===== config.mk =====
export PLATFORM = sky130hd
export DESIGN_NAME = fsf_hash
export DESIGN_NICKNAME = d
export VERILOG_FILES = /design/src/hw/rtl/fsf_pkg.sv /design/src/hw/rtl/fsf_hash.sv
export SDC_FILE = /design/constraint.sdc
export NUM_CORES = 1
export LEC_CHECK = 0
export ABC_AREA = 1
export BUFFER_PORTS_ARGS = -buffer_cell sky130_fd_sc_hd__buf_2
export CAP_MARGIN = 20
export CORE_MARGIN = 4
export CORE_UTILIZATION = 55
export CTS_CLUSTER_SIZE = 20
export DETAILED_ROUTE_END_ITERATION = 7
export PLACE_DENSITY = 0.71
export SLEW_MARGIN = 20
export SYNTH_ARGS = -nofsm -noshare
export SYNTH_HDL_FRONTEND = slang
export SYNTH_SLANG_ARGS = --single-unit

===== constraint.sdc =====
create_clock -name clk -period 9.9 [get_ports clk]
set_clock_uncertainty 0.2 [all_clocks]
set_input_delay 1.98 -clock clk [delete_from_list [all_inputs] [get_ports clk]]
set_output_delay 1.98 -clock clk [all_outputs]
set_load 0.1 [all_outputs]

===== src/hw/rtl/fsf_pkg.sv =====
package fsf_pkg;

  // seen table
  localparam int TABLE_DEPTH = 512;
  localparam int CNT_W       = $clog2(TABLE_DEPTH + 1);

  // fnv-1a 32
  localparam logic [31:0] FNV_BASIS    = 32'd2166136261;
  localparam logic [31:0] FNV_PRIME    = 32'd16777619;
  // prime is 2^24 plus a small odd part
  localparam logic [31:0] FNV_PRIME_LO = FNV_PRIME - 32'h0100_0000;

  localparam int CFG_IDX_W = 1;

  typedef enum logic [2:0] {
    KIND_FEED   = 3'd0,
    KIND_TITLE  = 3'd1,
    KIND_INSERT = 3'd2,
    KIND_LOOKUP = 3'd3,
    KIND_CLEAR  = 3'd4
  } kind_t;

  typedef enum logic [CFG_IDX_W-1:0] {
    REG_FEED_CAP  = 1'd0,
    REG_TITLE_CAP = 1'd1
  } reg_idx_t;

  typedef enum logic [2:0] {
    HOP_NONE   = 3'd0,
    HOP_FEED   = 3'd1,
    HOP_SEP    = 3'd2,
    HOP_TITLE  = 3'd3,
    HOP_FINISH = 3'd4
  } hop_t;

  typedef struct packed {
    hop_t       op;
    logic [7:0] data;
  } hash_cmd_t;

  // search token walking down the row of table cells
  typedef struct packed {
    logic             valid;
    logic             hit;
    logic [CNT_W-1:0] left;
    logic [31:0]      key;
  } probe_t;

  function automatic logic [31:0] fnv_mix(input logic [31:0] h, input logic [7:0] b);
    logic [31:0] x;
    x = h ^ {24'd0, b};
    return (x << 24) + (x * FNV_PRIME_LO);
  endfunction

endpackage


===== src/hw/rtl/fsf_hash.sv =====
module fsf_hash (
  input  logic               clk,
  input  logic               rst,
  input  logic [7:0]         feed_cap,
  input  logic [7:0]         title_cap,
  input  fsf_pkg::hash_cmd_t cmd,
  output logic               in_title,
  output logic [31:0]        final_hash
);

  logic [31:0] running_hash;
  logic [7:0]  feed_taken;
  logic [7:0]  title_taken;
  logic [31:0] sep_hash;

  assign sep_hash   = fsf_pkg::fnv_mix(running_hash, 8'd0);
  // separator goes in if the key never reached its title, zero maps to one
  assign final_hash = in_title ? ((running_hash == 32'd0) ? 32'd1 : running_hash)
                               : ((sep_hash == 32'd0) ? 32'd1 : sep_hash);

  always_ff @(posedge clk) begin
    if (rst) begin
      running_hash <= fsf_pkg::FNV_BASIS;
      in_title     <= 1'b0;
      feed_taken   <= 8'd0;
      title_taken  <= 8'd0;
    end else begin
      case (cmd.op)
        fsf_pkg::HOP_FEED: begin
          if (!in_title && (feed_taken < feed_cap)) begin
            running_hash <= fsf_pkg::fnv_mix(running_hash, cmd.data);
            feed_taken   <= feed_taken + 8'd1;
          end
        end
        fsf_pkg::HOP_SEP: begin
          running_hash <= sep_hash;
          in_title     <= 1'b1;
        end
        fsf_pkg::HOP_TITLE: begin
          if (title_taken < title_cap) begin
            running_hash <= fsf_pkg::fnv_mix(running_hash, cmd.data);
            title_taken  <= title_taken + 8'd1;
          end
        end
        fsf_pkg::HOP_FINISH: begin
          running_hash <= fsf_pkg::FNV_BASIS;
          in_title     <= 1'b0;
          feed_taken   <= 8'd0;
          title_taken  <= 8'd0;
        end
        default: begin
        end
      endcase
    end
  end

endmodule


==> impl_metrics.json, run 1 <==
{
  "status": "completed",
  "critPathKind": "flop to primary output",
  "die_w_microns": 154.6,
  "critical-path-slowest-cell": "xnor2_1",
  "reg2reg_from": "running_hash[2]",
  "place_congestion": 1.033,
  "nNetsFinal": 2100,
  "synth_edf_count": 0,
  "numPortBuffers": 61,
  "worstHoldEndpoint": "feed_taken[6]",
  "path_buf_inv": 6,
  "min_path_cells": 1,
  "cts_tree": "done",
  "regArea_sq_um": 980.9,
  "drc": 0,
  "vias_per_cell": 5.535,
  "min_period_ps": 8407,
  "worstMarginPinSlew_ps": 1010,
  "hp-class": "flop to flop",
  "synth_warnings": 0,
  "cp.required_ps": 7720,
  "ys_ff_latch": 49,
  "ant_nets": 0,
  "grt-ovfl-total": 0,
  "r2r_cells": 20,
  "cts_resized": 0,
  "grt_first_pass_wirelength_microns": 60890,
  "hp-start": "feed_taken[6]",
  "syn_inst": 1694,
  "area_growth_pct": 6.413,
  "cts-root-buf": "clkbuf_16",
  "crit_fanout": 5,
  "clock_path_buffers": 2,
  "die_h_microns": 154.6,
  "ys.flop_type": "dfxtp_1",
  "io_pins": 62,
  "crit_family": "adder cells",
  "diodes": 0,
  "hold_violations": 0,
  "r2r_setup_slack_ps": 3980,
  "dp.final_hpwl_microns": 33590,
  "synth_area_sq_um": 11820,
  "arrival_ps": 6230,
  "dr_total_vias": 11181,
  "insertion_delay_ps": 310,
  "critPathCaptureType": "primary output",
  "grt_setup_unrepaired": "false",
  "synth_fp_nets": 2050,
  "maxCapViolCount": 0,
  "netlist_top_cells_area": "ha_1 (22%), fa_1 (20%), inv_1 (14%)",
  "cts_max_level": 2,
  "seq_area_frac_synth": 0.08296,
  "slew_headroom": 0.3242,
  "core_sq_um": 21090,
  "multi_input_area_sq_um": 9096,
  "synth.top_cell.area_share": 0.2233,
  "critical_path.max_stage_delay_ps": 620,
  "cts_num_sinks": 49,
  "finalSetupTns_ps": 0,
  "drt_first_pass_iters": 5,
  "cts_made_buffers": 5,
  "start_util": 0.5607,
  "setup_violations": 0,
  "synth_commonest_cells": "inv_1 (433), nand2_1 (325), ha_1 (211), fa_1 (116), a21oi_1 (110)",
  "synthArstFlopShare": 0,
  "crit_chain": "inv_1 -> ha_1 -> fa_1 -> inv_1 -> fa_1 -> fa_1 -> inv_1 -> ha_1 -> ha_1 -> nand2_2 -> inv_1 -> nand2_1 -> nand2_1 -> inv_1 -> nand2_1 -> nand2_1 -> nand3b_1 -> xnor2_1 -> nand3_1 -> nor2_2 -> nand4_1 -> nand2_1 -> buf_2",
  "nFillCells": 2072,
  "synth_area_leader_cell": "ha_1",
  "grt_pass1_vias": 11469,
  "clk_pin_slew_ps": 80,
  "holdBufCountCts": 0,
  "synth_cell_type_count": 42,
  "wirelength_microns": 38580,
  "regToRegEndpoint": "running_hash[21]",
  "antenna_found_initial": 0,
  "layout-drive-gt1-share": 0.06476,
  "grt_use_total": 0.3286,
  "first_iter_violations": 1081,
  "die-area_sq_um": 23910,
  "slew_violations": 0,
  "max_freq_mhz": 119.0,
  "yosysMostFrequentCell": "inv_1",
  "period_share": 0.8491,
  "cp-start-kind": "flop",
  "post-cts-setup-buffers": 0,
  "wl_per_cell_microns": 19.10,
  "syn_avg_cell_area_sq_um": 6.980,
  "grt_max_degree": 40,
  "row_count": 53
}
worst reg2reg max path: cells and delay by family (launching register included):
| family | cells | cell delay [ps] |
|---|---|---|
| buffers and inverters | 2 | 110 |
| AND/OR/NAND/NOR | 8 | 780 |
| AO/OA/AOI/OAI | 3 | 890 |
| XOR/XNOR | 1 | 830 |
| adder cells (fa/ha/maj) | 6 | 2520 |
| flip-flops | 1 | 470 |
metal layers:
metal | GRT usage | share of wire
met3 | 0.05848 | 0.083
met1 | 0.4308 | 0.42
met2 | 0.5389 | 0.45
met5 | 0 | 0
met4 | 0.1320 | 0.047
worst max-delay path by stage:
| stage | start | endpoint | depth (start not counted) |
|---|---|---|---|
| after floorplan | running_hash[18] | final_hash[31] | 21 |
| after CTS | running_hash[5] | final_hash[0] | 23 |
| final | running_hash[5] | final_hash[0] | 23 |
| after detailed placement | running_hash[5] | final_hash[0] | 23 |
| after global placement | running_hash[5] | final_hash[0] | 23 |
| after global routing | running_hash[5] | final_hash[0] | 23 |
layout by cell type, fill, tap and decap left out, types with 12 or more instances in the layout:
cell type and count:
inv_1 433, nand2_1 325, ha_1 211, fa_1 116
a21oi_1 110, nor2_1 100, o21ai_0 87, nand3_1 63
buf_2 61, dfxtp_1 49, nand4_1 34, o22ai_1 25
xor2_1 14, nor3_1 13, xnor2_1 12
final cells by class:
cell class / count / area share
multi-input cells: 1183 / 0.7229
inverters: 439 / 0.1311
flip-flops and latches: 49 / 0.07796
well taps: 275 / 0.02735
repair buffers: 66 / 0.02725
clock buffers: 5 / 0.009944
clock inverters: 3 / 0.003481
registers in the layout (all words and copies together) (netlist names):
register      cells
in_title          1
feed_taken        8
title_taken       8
running_hash     32
metrics by stage:
stage	cells	cell area [sq um]	worst slack, ps	hold WS, ps	util
2_1_floorplan	1694	11820	2301	240.7	-
3_3_place_gp	2012	12410	1979	256.6	0.5884
3_5_place_dp	2012	12410	1969	278.7	0.5884
4_1_cts	2020	12580	1611	299.1	0.5964
5_1_grt	2020	12580	1288	324.4	0.5967
6_report	2020	12580	1493	294.8	0.5967
kinds of logic after synthesis:
family,after synthesis,synth area share
buffers and inverters,462,0.1481
adder cells (fa/ha/maj),327,0.4197
XOR/XNOR,26,0.01926
flip-flops,49,0.08296
AND/OR/NAND/NOR,582,0.2165
AO/OA/AOI/OAI,248,0.1134
Power of run 1 is left out: the tool's default activity adds up to more than one toggle a clock period on the data nets, which glitch-free logic cannot reach.
==> run 2, diff against run 1 <==
Settings changed: PLACE_DENSITY 0.71 to 0.74.
Clock period 9.9 ns to 7.5 ns, I/O delays scaled along.
==> run 2 against run 1 <==
Effect of this change: via count grew 0.82%; sequential share of layout area hardly changed; wire length fell by 1.4%; first-iteration DRC count shrank 14%; hold slack got worse by 5.1 ps; global-route usage is 0.43 points lower; non-clock buffer count up 9; die area unchanged; flip-flop and latch count unchanged; worst setup slack got worse by 1300 ps.
==> impl_metrics.json, run 2 (synthesis gave the netlist of run 1 again) <==
{
  "io_pins": 62,
  "slew_violations": 0,
  "wl_per_cell_microns": 18.75,
  "hp-start": "running_hash[31]",
  "wirelength_microns": 38050,
  "clk_pin_slew_ps": 80,
  "row_count": 53,
  "post-cts-setup-buffers": 0,
  "worstMarginPinSlew_ps": 1020,
  "cp-start-kind": "flop",
  "ant_nets": 0,
  "crit_chain": "inv_1 -> ha_1 -> inv_1 -> fa_1 -> inv_1 -> fa_1 -> fa_2 -> inv_1 -> fa_1 -> inv_1 -> ha_1 -> nand2_1 -> nor2_2 -> nand2_1 -> nor2_1 -> nand2_1 -> clkinv_1 -> nor2_1 -> nand2_1 -> nand2_1 -> nor3_4 -> nand4_1 -> nand2_2 -> buf_12",
  "start_util": 0.5607,
  "period_share": 0.9717,
  "cts_tree": "done",
  "insertion_delay_ps": 310,
  "critPathKind": "flop to primary output",
  "dr_total_vias": 11273,
  "drt_first_pass_iters": 6,
  "critPathCaptureType": "primary output",
  "setup_violations": 0,
  "die-area_sq_um": 23910,
  "critical_path.max_stage_delay_ps": 630,
  "largest-register": "running_hash",
  "nFillCells": 2024,
  "first_iter_violations": 930,
  "die_h_microns": 154.6,
  "fin_util": 0.6036,
  "place_ws_ps": 377.8,
  "cts_made_buffers": 5,
  "reg_top3": "running_hash: 32 flops, feed_taken: 8 flops, title_taken: 8 flops",
  "max_freq_mhz": 137.2,
  "finalSetupTns_ps": 0,
  "min_path_cells": 2,
  "final_area_sq_um": 12730,
  "final_common_cell": "inv_1",
  "worstHoldEndpoint": "running_hash[31]",
  "area_growth_pct": 7.651,
  "vias_per_cell": 5.556,
  "die_w_microns": 154.6,
  "regToRegEndpoint": "running_hash[23]",
  "place_congestion": 1.034,
  "hold_violations": 0,
  "largest_reg_flops": 32,
  "core_sq_um": 21090,
  "layout_setup_ws_ps": 212.0,
  "crit_fanout": 6,
  "drc": 0,
  "cp.required_ps": 5800,
  "grt_first_pass_wirelength_microns": 60680,
  "layout-drive-gt1-share": 0.08153,
  "arrival_ps": 5590,
  "nNetsFinal": 2109,
  "reg2reg_from": "running_hash[7]",
  "grt_max_degree": 40,
  "numPortBuffers": 61,
  "cts-root-buf": "clkbuf_16",
  "cts_num_sinks": 49,
  "grt_use_total": 0.3244,
  "grt_pass1_vias": 11537,
  "slew_headroom": 0.3195,
  "critical-path-slowest-cell": "fa_2",
  "grt-ovfl-total": 0,
  "layout_common_cells": "inv_1 (430), nand2_1 (324), ha_1 (209)",
  "cts_max_level": 2,
  "status": "completed",
  "hp-class": "flop to flop",
  "antenna_found_initial": 0,
  "r2r_setup_slack_ps": 1980,
  "r2r_cells": 22,
  "min_period_ps": 7288,
  "dp.final_hpwl_microns": 33070,
  "place_area_sq_um": 12520,
  "clock_path_buffers": 2,
  "diodes": 0,
  "maxCapViolCount": 0
}
run 2: changes by cell type in the layout (fill, tap and decap cells not counted), sizes merged:
cell / change
clkbuf: +1
clkinv: -1
buf: +8
bufinv: -1
clkinvlp: +2
run 2: per-stage QoR:
step,cells,hold WS (ps)
2_1_floorplan,1694,240.7
3_3_place_gp,2020,252.8
3_5_place_dp,2021,272.4
4_1_cts,2029,293.7
5_1_grt,2029,335.6
6_report,2029,289.7
run 2: layout make-up:
type / instances / area, sq um / area share
flip-flops and latches: 49 / 988.4 / 0.07766
clock inverters: 3 / 26.28 / 0.002064
well taps: 275 / 344.1 / 0.02703
repair buffers: 75 / 446.7 / 0.03509
multi-input cells: 1183 / 9149 / 0.7188
clock buffers: 5 / 125.1 / 0.009830
inverters: 439 / 1649 / 0.1296
run 2: worst max path at each step:
| stage | slack (ps) | cells past startpoint | to | start |
|---|---|---|---|---|
| CTS | 30 | 27 | final_hash[0] | running_hash[4] |
| floorplan | 380 | 21 | final_hash[31] | running_hash[18] |
| global route | -20 | 25 | final_hash[0] | running_hash[8] |
| detailed placement | 380 | 27 | final_hash[0] | running_hash[4] |
| global placement | 420 | 27 | final_hash[0] | running_hash[4] |
| finish | 210 | 24 | final_hash[0] | running_hash[19] |
run 2: routing by layer:
metal  part of all wire  GRT usage
met2               0.46     0.5335
met5                  0          0
met4              0.047     0.1295
met3              0.081    0.04729
met1               0.42     0.4308
run 2: worst max-delay path: cells and delay by family, from the launching register on:
family | cells | cell delay [ps]
adder cells (fa/ha/maj) | 6 | 2810
AND/OR/NAND/NOR | 11 | 1440
flip-flops | 1 | 410
buffers and inverters | 7 | 600
run 2: what timing repair did:
| action | in CTS | in global routing |
|---|---|---|
| hold buffers | 0 | 0 |
| gates resized for setup | 0 | 23 |
| endpoints found under the setup margin | 0 | 5 |
Power of run 2 is left out for the same reason.
